## src/rdc_pkg.sv

```systemverilog
// ----------------------------------------------------------------------------
// Radix digit converter package
// Shared widths, defaults, controller/datapath interface types and the
// digit-to-ASCII mapping.
// ----------------------------------------------------------------------------
package rdc_pkg;

	localparam int VALUE_WIDTH_DEF = 32;
	localparam int MAX_DIGITS_DEF  = 32;

	// quotient bits resolved per division cycle
	localparam int BITS_PER_STEP = 8;

	localparam int RADIX_W = 5;
	localparam int DIGIT_W = 4;
	localparam int CHAR_W  = 7;

	localparam logic [RADIX_W-1:0] RADIX_MIN = 5'd2;
	localparam logic [RADIX_W-1:0] RADIX_MAX = 5'd16;

	localparam logic [CHAR_W-1:0] CHAR_ZERO   = 7'd48;  // '0'
	localparam logic [CHAR_W-1:0] CHAR_LETTER = 7'd55;  // 'A' - 10

	typedef struct packed {
		logic load;         // take a new item
		logic digit_start;  // clear remainder and step count for the next digit
		logic step;         // run one division step
		logic read;         // fetch the next digit from the store
		logic emit;         // move the fetched digit into the output register
	} rdc_cmd_t;

	typedef struct packed {
		logic step_last;    // this division cycle completes a digit
		logic quot_zero;    // quotient has run out
		logic cnt_full;     // digit store is full
		logic cnt_one;      // one digit left to emit
		logic out_free;     // output register can take a digit this cycle
	} rdc_sts_t;

	function automatic logic [CHAR_W-1:0] rdc_glyph(input logic [DIGIT_W-1:0] d);
		logic [CHAR_W-1:0] dx;
		dx = CHAR_W'(d);
		if (d < 4'd10)
			return CHAR_ZERO + dx;
		else
			return CHAR_LETTER + dx;
	endfunction

endpackage

```

## src/rdc_ram.sv

```systemverilog
// ----------------------------------------------------------------------------
// Generic single-port-write RAM
// One write port and one read port; read data is registered and held
// while no read is requested.
// ----------------------------------------------------------------------------
module rdc_ram #(
	parameter int WIDTH = 4,
	parameter int DEPTH = 32
) (
	input  logic                     clk,
	input  logic                     wr_en,
	input  logic [$clog2(DEPTH)-1:0] wr_addr,
	input  logic [WIDTH-1:0]         wr_data,
	input  logic                     rd_en,
	input  logic [$clog2(DEPTH)-1:0] rd_addr,
	output logic [WIDTH-1:0]         rd_data
);

	logic [WIDTH-1:0] mem_q [DEPTH];

	always_ff @(posedge clk) begin
		if (wr_en) begin
			mem_q[wr_addr] <= wr_data;
		end
		if (rd_en) begin
			rd_data <= mem_q[rd_addr];
		end
	end

endmodule

```

## src/rdc_datapath.sv

```systemverilog
// ----------------------------------------------------------------------------
// Radix digit converter datapath
// Shift-register long division by the base (eight quotient bits a cycle),
// digit store, digit counter and the output register.
// ----------------------------------------------------------------------------
module rdc_datapath #(
	parameter int VALUE_WIDTH = rdc_pkg::VALUE_WIDTH_DEF,
	parameter int MAX_DIGITS  = rdc_pkg::MAX_DIGITS_DEF
) (
	input  logic                         clk,
	input  logic                         arst_n,
	input  rdc_pkg::rdc_cmd_t            cmd,
	output rdc_pkg::rdc_sts_t            sts,
	input  logic [VALUE_WIDTH-1:0]       value,
	input  logic [rdc_pkg::RADIX_W-1:0]  radix,
	output logic                         out_valid,
	input  logic                         out_ready,
	output logic [rdc_pkg::CHAR_W-1:0]   digit_char,
	output logic                         last_digit
);

	import rdc_pkg::*;

	localparam int STEPS  = (VALUE_WIDTH + BITS_PER_STEP - 1) / BITS_PER_STEP;
	localparam int PAD_W  = STEPS * BITS_PER_STEP;
	localparam int STEP_W = $clog2(STEPS + 1);
	localparam int CNT_W  = $clog2(MAX_DIGITS + 1);
	localparam int AW     = $clog2(MAX_DIGITS);

	logic [PAD_W-1:0]         quot_q, quot_next;
	logic [DIGIT_W-1:0]       rem_q, rem_next;
	logic [RADIX_W-1:0]       radix_q, radix_sat;
	logic [STEP_W-1:0]        step_q;
	logic [CNT_W-1:0]         cnt_q, cnt_dec;
	logic [BITS_PER_STEP-1:0] qbits;
	logic                     wr_en;
	logic [DIGIT_W-1:0]       rd_data;
	logic                     out_valid_q, last_q;
	logic [CHAR_W-1:0]        char_q;

	always_comb begin
		if (radix < RADIX_MIN)
			radix_sat = RADIX_MIN;
		else if (radix > RADIX_MAX)
			radix_sat = RADIX_MAX;
		else
			radix_sat = radix;
	end

	// restoring division, one quotient bit per stage
	always_comb begin
		logic [DIGIT_W:0]   t;
		logic [DIGIT_W-1:0] r;
		r     = rem_q;
		t     = '0;
		qbits = '0;
		for (int i = 0; i < BITS_PER_STEP; i++) begin
			t = {r, quot_q[PAD_W-1-i]};
			if (t >= radix_q) begin
				qbits[BITS_PER_STEP-1-i] = 1'b1;
				r = DIGIT_W'(t - radix_q);
			end else begin
				r = t[DIGIT_W-1:0];
			end
		end
		rem_next  = r;
		quot_next = (quot_q << BITS_PER_STEP) | PAD_W'(qbits);
	end

	assign cnt_dec = cnt_q - CNT_W'(1);
	assign wr_en   = cmd.step && sts.step_last;

	assign sts.step_last = (step_q == STEP_W'(STEPS - 1));
	assign sts.quot_zero = (quot_q == '0);
	assign sts.cnt_full  = (cnt_q == CNT_W'(MAX_DIGITS));
	assign sts.cnt_one   = (cnt_q == CNT_W'(1));
	assign sts.out_free  = !out_valid_q || out_ready;

	always_ff @(posedge clk) begin
		if (cmd.load) begin
			quot_q  <= PAD_W'(value);
			radix_q <= radix_sat;
			rem_q   <= '0;
		end else if (cmd.digit_start) begin
			rem_q <= '0;
		end else if (cmd.step) begin
			quot_q <= quot_next;
			// carry the remainder into the next step; digit_start clears it per digit
			rem_q  <= rem_next;
		end
	end

	always_ff @(posedge clk or negedge arst_n) begin
		if (!arst_n) begin
			step_q <= '0;
			cnt_q  <= '0;
		end else if (cmd.load) begin
			step_q <= '0;
			cnt_q  <= '0;
		end else if (cmd.digit_start) begin
			step_q <= '0;
		end else if (cmd.step) begin
			if (sts.step_last) begin
				step_q <= '0;
				cnt_q  <= cnt_q + CNT_W'(1);
			end else begin
				step_q <= step_q + STEP_W'(1);
			end
		end else if (cmd.emit) begin
			cnt_q <= cnt_dec;
		end
	end

	rdc_ram #(
		.WIDTH (DIGIT_W),
		.DEPTH (MAX_DIGITS)
	) u_digit_store (
		.clk     (clk),
		.wr_en   (wr_en),
		.wr_addr (cnt_q[AW-1:0]),
		.wr_data (rem_next),
		.rd_en   (cmd.read),
		.rd_addr (cnt_dec[AW-1:0]),
		.rd_data (rd_data)
	);

	always_ff @(posedge clk or negedge arst_n) begin
		if (!arst_n) begin
			out_valid_q <= 1'b0;
		end else if (cmd.emit) begin
			out_valid_q <= 1'b1;
		end else if (out_ready) begin
			out_valid_q <= 1'b0;
		end
	end

	always_ff @(posedge clk) begin
		if (cmd.emit) begin
			char_q <= rdc_glyph(rd_data);
			last_q <= sts.cnt_one;
		end
	end

	assign out_valid  = out_valid_q;
	assign digit_char = char_q;
	assign last_digit = last_q;

	a_emit_free: assert property (@(posedge clk) disable iff (!arst_n)
		cmd.emit |-> (!out_valid_q || out_ready))
		else $error("digit emitted over an untaken transfer");

	a_wr_room: assert property (@(posedge clk) disable iff (!arst_n)
		wr_en |-> !sts.cnt_full)
		else $error("digit store written past its depth");

	a_emit_cnt: assert property (@(posedge clk) disable iff (!arst_n)
		cmd.emit |-> (cnt_q != '0))
		else $error("digit emitted with an empty store");

	a_step_range: assert property (@(posedge clk) disable iff (!arst_n)
		cmd.step |-> (step_q <= STEP_W'(STEPS - 1)))
		else $error("division step count out of range");

endmodule

```

## src/rdc_ctrl.sv

```systemverilog
// ----------------------------------------------------------------------------
// Radix digit converter controller
// Sequences load, per-digit division passes, and reverse-order emission
// of the stored digits.
// ----------------------------------------------------------------------------
module rdc_ctrl (
	input  logic              clk,
	input  logic              arst_n,
	input  logic              in_valid,
	output logic              in_ready,
	input  rdc_pkg::rdc_sts_t sts,
	output rdc_pkg::rdc_cmd_t cmd
);

	import rdc_pkg::*;

	typedef enum logic [4:0] {
		S_IDLE  = 5'b00001,
		S_DIV   = 5'b00010,
		S_CHECK = 5'b00100,
		S_RD    = 5'b01000,
		S_OUT   = 5'b10000
	} state_t;

	state_t state_q, state_d;

	always_comb begin
		state_d = state_q;
		cmd     = '0;
		unique case (state_q)
			S_IDLE: begin
				if (in_valid) begin
					cmd.load = 1'b1;
					state_d  = S_DIV;
				end
			end
			S_DIV: begin
				cmd.step = 1'b1;
				if (sts.step_last)
					state_d = S_CHECK;
			end
			S_CHECK: begin
				// stop once the quotient is gone or the store is full
				if (sts.quot_zero || sts.cnt_full) begin
					state_d = S_RD;
				end else begin
					cmd.digit_start = 1'b1;
					state_d         = S_DIV;
				end
			end
			S_RD: begin
				cmd.read = 1'b1;
				state_d  = S_OUT;
			end
			S_OUT: begin
				if (sts.out_free) begin
					cmd.emit = 1'b1;
					state_d  = sts.cnt_one ? S_IDLE : S_RD;
				end
			end
			default: begin
				state_d = S_IDLE;
			end
		endcase
	end

	always_ff @(posedge clk or negedge arst_n) begin
		if (!arst_n) begin
			state_q <= S_IDLE;
		end else begin
			state_q <= state_d;
		end
	end

	assign in_ready = (state_q == S_IDLE);

endmodule

```

## src/radix_digit_converter_top.sv

```systemverilog
// ----------------------------------------------------------------------------
// Radix digit converter
// Converts an unsigned value into ASCII digits of a base from 2 to 16,
// most significant first, flagging the final character of each run.
// ----------------------------------------------------------------------------
// Flow: a run has 1..MAX_DIGITS characters; a new input is taken only in idle,
//   once the last character of the run is in the output register. The
//   division resolves eight quotient bits a cycle and the digit store has
//   one read port.
// Reset: arst_n clears the controller, counters and output valid; the digit
//   store is not cleared, every conversion writes each entry before reading it.
module radix_digit_converter_top #(
	parameter int VALUE_WIDTH = rdc_pkg::VALUE_WIDTH_DEF,
	parameter int MAX_DIGITS  = rdc_pkg::MAX_DIGITS_DEF
) (
	input  logic                        clk,
	input  logic                        arst_n,
	input  logic                        in_valid,
	output logic                        in_ready,
	input  logic [VALUE_WIDTH-1:0]      value,
	input  logic [rdc_pkg::RADIX_W-1:0] radix,
	output logic                        out_valid,
	input  logic                        out_ready,
	output logic [rdc_pkg::CHAR_W-1:0]  digit_char,
	output logic                        last_digit
);

	import rdc_pkg::*;

	rdc_cmd_t cmd;
	rdc_sts_t sts;

	rdc_ctrl u_ctrl (
		.clk      (clk),
		.arst_n   (arst_n),
		.in_valid (in_valid),
		.in_ready (in_ready),
		.sts      (sts),
		.cmd      (cmd)
	);

	rdc_datapath #(
		.VALUE_WIDTH (VALUE_WIDTH),
		.MAX_DIGITS  (MAX_DIGITS)
	) u_datapath (
		.clk        (clk),
		.arst_n     (arst_n),
		.cmd        (cmd),
		.sts        (sts),
		.value      (value),
		.radix      (radix),
		.out_valid  (out_valid),
		.out_ready  (out_ready),
		.digit_char (digit_char),
		.last_digit (last_digit)
	);

endmodule
```

## config.mk

```make
export PLATFORM = sky130hd
export DESIGN_NAME = radix_digit_converter_top
export DESIGN_NICKNAME = d
export VERILOG_FILES = /design/src/rdc_pkg.sv /design/src/rdc_ram.sv /design/src/rdc_datapath.sv /design/src/rdc_ctrl.sv /design/src/radix_digit_converter_top.sv
export SDC_FILE = /design/constraint.sdc
export NUM_CORES = 1
export LEC_CHECK = 0
export BUFFER_PORTS_ARGS = -buffer_cell sky130_fd_sc_hd__buf_4
export CAP_MARGIN = 20
export CORE_UTILIZATION = 30
export DETAILED_ROUTE_END_ITERATION = 10
export GPL_TIMING_DRIVEN = 0
export REMOVE_ABC_BUFFERS = 1
export SETUP_SLACK_MARGIN = 0.3
export SLEW_MARGIN = 10
export SYNTH_ARGS = -nofsm -noshare
export SYNTH_HDL_FRONTEND = slang
export SYNTH_SLANG_ARGS = --single-unit
export TNS_END_PERCENT = 20
```

## constraint.sdc

```tcl
create_clock -name clk -period 30.1 [get_ports clk]
set_clock_uncertainty 0.1 [all_clocks]
set_input_delay 4.515 -clock clk [delete_from_list [all_inputs] [get_ports clk]]
set_output_delay 4.515 -clock clk [all_outputs]
set_load 0.005 [all_outputs]
```

==> impl_metrics.tcl <==
set metrics [dict create \
    rows 66 \
    dr.pass1.iters 5 \
    worstPathRequired_ps 30370 \
    min_from "u_datapath.rem_q[2]$_SDFFE_PP0P_" \
    final_nets 905 \
    criticalPathCategory "reg2reg" \
    post_cts_buffers 0 \
    ys_warn_count 0 \
    reg2reg_to "u_datapath.rem_q[2]$_SDFFE_PP0P_" \
    dp_slack_ps 15550 \
    slew_headroom_pct 35.2 \
    final_area_mm2 0.0116 \
    max_freq_mhz 68.4 \
    mappedNetlistArea_mm2 0.0101 \
    finalCritPeriodShare_pct 48.6 \
    rsz0062_at_grt "no" \
    yosys-top-cells-count "edfxtp_1 (177), nand2_1 (105), nor2_1 (75), ha_1 (47), inv_1 (33)" \
    yosysTopAreaCellShare_pct 52.4 \
    ant_nets 0 \
    gp_congestion 0.812 \
    hold_depth 2 \
    r2r_cells 48 \
    ios 51 \
    vias 6202 \
    viasPerCell 4.91 \
    rrSetupSlack_ps 15480 \
    maxCapViolations 0 \
    area_growth_syn_to_layout_pct 14.9 \
    synthArstFlopShare_pct 7.65 \
    final-seq-area_mm2 0.00577 \
    finalWorstSetupSlack_ps 15480 \
    die_area_mm2 0.0345 \
    cts_inserted_buffers 17 \
    fin_util_pct 35.4 \
    track_usage_pct 13.0 \
    start_util_pct 30.8 \
    drive_gt1_share_pct 16.5 \
    cts_buffer_depth 2 \
    grt_pass1_vias 6168 \
    cpLargestDelayFamily "compound AO/OA/AOI/OAI gates" \
    core_mm2 0.0329 \
    dp_hpwl_um 15200 \
    fill_cells 3223 \
    min_to "u_datapath.rem_q[2]$_SDFFE_PP0P_" \
    wl_per_cell_um 17.0 \
    tns_ps 0 \
    cts_tree "yes" \
    finalSetupViolations 0 \
    crit_fanout 18 \
    slowest_delay_ps 710 \
    worst_ep_arrival_time_ps 14890 \
    hp-class "reg2reg" \
    grt_max_degree 42 \
    status "finished clean" \
    io_buffer_count 50 \
    yosysTopAreaCell "edfxtp_1" \
    cts_resized 0 \
    clk_latency_ps 450 \
    ys_seq_elements 196 \
    dieWidth_um 186 \
    grt_first_pass_wirelength_um 33400 \
    cts_root_buf "clkbuf_16" \
    crit_buf_inv 3 \
    antenna_found_initial 0 \
    htree_levels 4 \
    cp-start-kind "flop" \
    synth_edf_count 177 \
    yosysSeqAreaShare_pct 57.0 \
    critPathMostFrequentCell "ha_1" \
    drt-total-wl_um 21400 \
    worst_setup_path_end_kind "flop" \
    synthTopCellsByArea "edfxtp_1 (52%), mux4_1 (6.7%), ha_1 (5.8%)" \
    avgSynthCellArea_um2 13.4 \
    initialDrtViolationCount 473 \
    holdBufCountCts 0 \
    hold_violations 0 \
    syn_inst 757 \
    diodes 0 \
    slew_viol_final 0 \
    worst_slew_pin_slew_ps 959 \
    slowest_stage "edfxtp_1" \
    grt_overflow 0 \
    post-route-min-period_ps 14620 \
    yosysMostFrequentCell "edfxtp_1" \
    path_clk_slew_ps 80 \
    r2r-start "u_datapath.radix_q[1]$_SDFFCE_PP1P_" \
    ys.flop_type "edfxtp_1" \
    drc 0 \
    die_h_um 186 \
    placed_cell_area_mm2 0.0111 \
    ys_types 67 \
    multi_input_area_mm2 0.00414 \
    clkSinkCount 196 \
]
-- metrics by stage --
stage / hold slack, ps / instances
after floorplan: 346 / 735
after global placement: 376 / 1227
after detailed placement: 387 / 1231
after CTS: 398 / 1263
after global routing: 438 / 1264
final: 394 / 1264
-- worst max-delay path by stage --
stage / start / end / cells after the start
2_1_floorplan: u_datapath.radix_q[1]$_SDFFCE_PP1P_ / u_datapath.u_digit_store.mem_q[0][0]$_DFFE_PP_ / 46
3_3_place_gp: u_datapath.radix_q[1]$_SDFFCE_PP1P_ / u_datapath.u_digit_store.mem_q[22][0]$_DFFE_PP_ / 46
3_5_place_dp: u_datapath.radix_q[1]$_SDFFCE_PP1P_ / u_datapath.rem_q[1]$_SDFFE_PP0P_ / 47
4_1_cts: u_datapath.radix_q[1]$_SDFFCE_PP1P_ / u_datapath.rem_q[2]$_SDFFE_PP0P_ / 48
5_1_grt: u_datapath.radix_q[1]$_SDFFCE_PP1P_ / u_datapath.rem_q[2]$_SDFFE_PP0P_ / 48
6_report: u_datapath.radix_q[1]$_SDFFCE_PP1P_ / u_datapath.rem_q[2]$_SDFFE_PP0P_ / 48
-- registers in the layout (all words and copies together) (netlist names) --
signal	flops
u_ctrl.state_q	5
u_datapath.u_digit_store.mem_q	128
u_datapath.rem_q	4
u_datapath.radix_q	5
u_datapath.out_valid	1
u_datapath.cnt_q	6
u_datapath.last_digit	1
u_datapath.quot_q	32
u_datapath.step_q	3
u_datapath.digit_char	7
u_datapath.u_digit_store.rd_data	4
-- routing by layer --
metal | vias up | wire [um] | GRT usage (%)
met5 | - | 0 | 0
li1 | 2986 | - | -
met4 | 0 | 376 | 5.31
met3 | 26 | 994 | 2.56
met2 | 158 | 10600 | 21.4
met1 | 3032 | 9480 | 16.6
-- cell usage in the layout (no fill, tap or decap), types with 4 or more instances in the layout --
| cell | netlist | routed |
|---|---|---|
| mux2i_1 | 7 | 5 |
| inv_1 | 33 | 33 |
| clkinv_4 | 0 | 4 |
| dfxtp_1 | 4 | 4 |
| or3_1 | 5 | 5 |
| a31oi_1 | 4 | 4 |
| clkbuf_16 | 0 | 17 |
| xnor2_1 | 17 | 17 |
| fa_1 | 8 | 8 |
| or2_2 | 5 | 5 |
| mux2_2 | 14 | 14 |
| dfrtp_1 | 14 | 13 |
| inv_6 | 0 | 4 |
| a21oi_1 | 25 | 25 |
| nor4_1 | 10 | 10 |
| nor2b_1 | 11 | 11 |
| buf_4 | 0 | 51 |
| o31a_1 | 6 | 6 |
| nor3_1 | 10 | 10 |
| nand3b_1 | 6 | 6 |
| ha_1 | 47 | 46 |
| a21o_1 | 6 | 6 |
| edfxtp_1 | 177 | 177 |
| or4_1 | 4 | 4 |
| o21ai_0 | 9 | 9 |
| and2_1 | 4 | 4 |
| nand2b_1 | 9 | 9 |
| mux4_2 | 14 | 14 |
| and3_1 | 4 | 4 |
| xor2_1 | 4 | 4 |
| nand3_1 | 7 | 7 |
| o31ai_1 | 6 | 6 |
| o21a_1 | 11 | 11 |
| nand2_1 | 105 | 103 |
| o221ai_1 | 5 | 5 |
| mux4_1 | 26 | 26 |
| nor2_1 | 75 | 75 |
-- layout make-up --
class | instances | share of cell area (%)
Sequential cell | 196 | 49.6
Multi-Input combinational cell | 505 | 35.6
Tap cell | 442 | 4.75
Timing Repair Buffer | 55 | 4.06
Clock buffer | 18 | 3.69
Clock inverter | 14 | 1.26
Inverter | 34 | 1.10
-- worst register-to-register path: cells and delay by family (launching register included) --
family          cells  cell delay [ps]
mux                 4             1470
compound gates     24             6970
fa+ha+maj           8             2630
flops               1              710
buf+inv             3              770
simple gates        9             1890
-- kinds of logic (layout without fill, tap and decap cells) --
logic type	count (synthesis)	after routing	synth area share, %
xor+xnor	21	21	1.81
mux	61	61	12.1
compound gates	96	96	6.65
flops	196	196	57.0
simple gates	272	272	12.6
fa+ha+maj	55	55	7.38
buf+inv	56	121	2.51
Power is not shown: default switching activity piles up to over one toggle a cycle in this logic, so the estimate is an artifact.
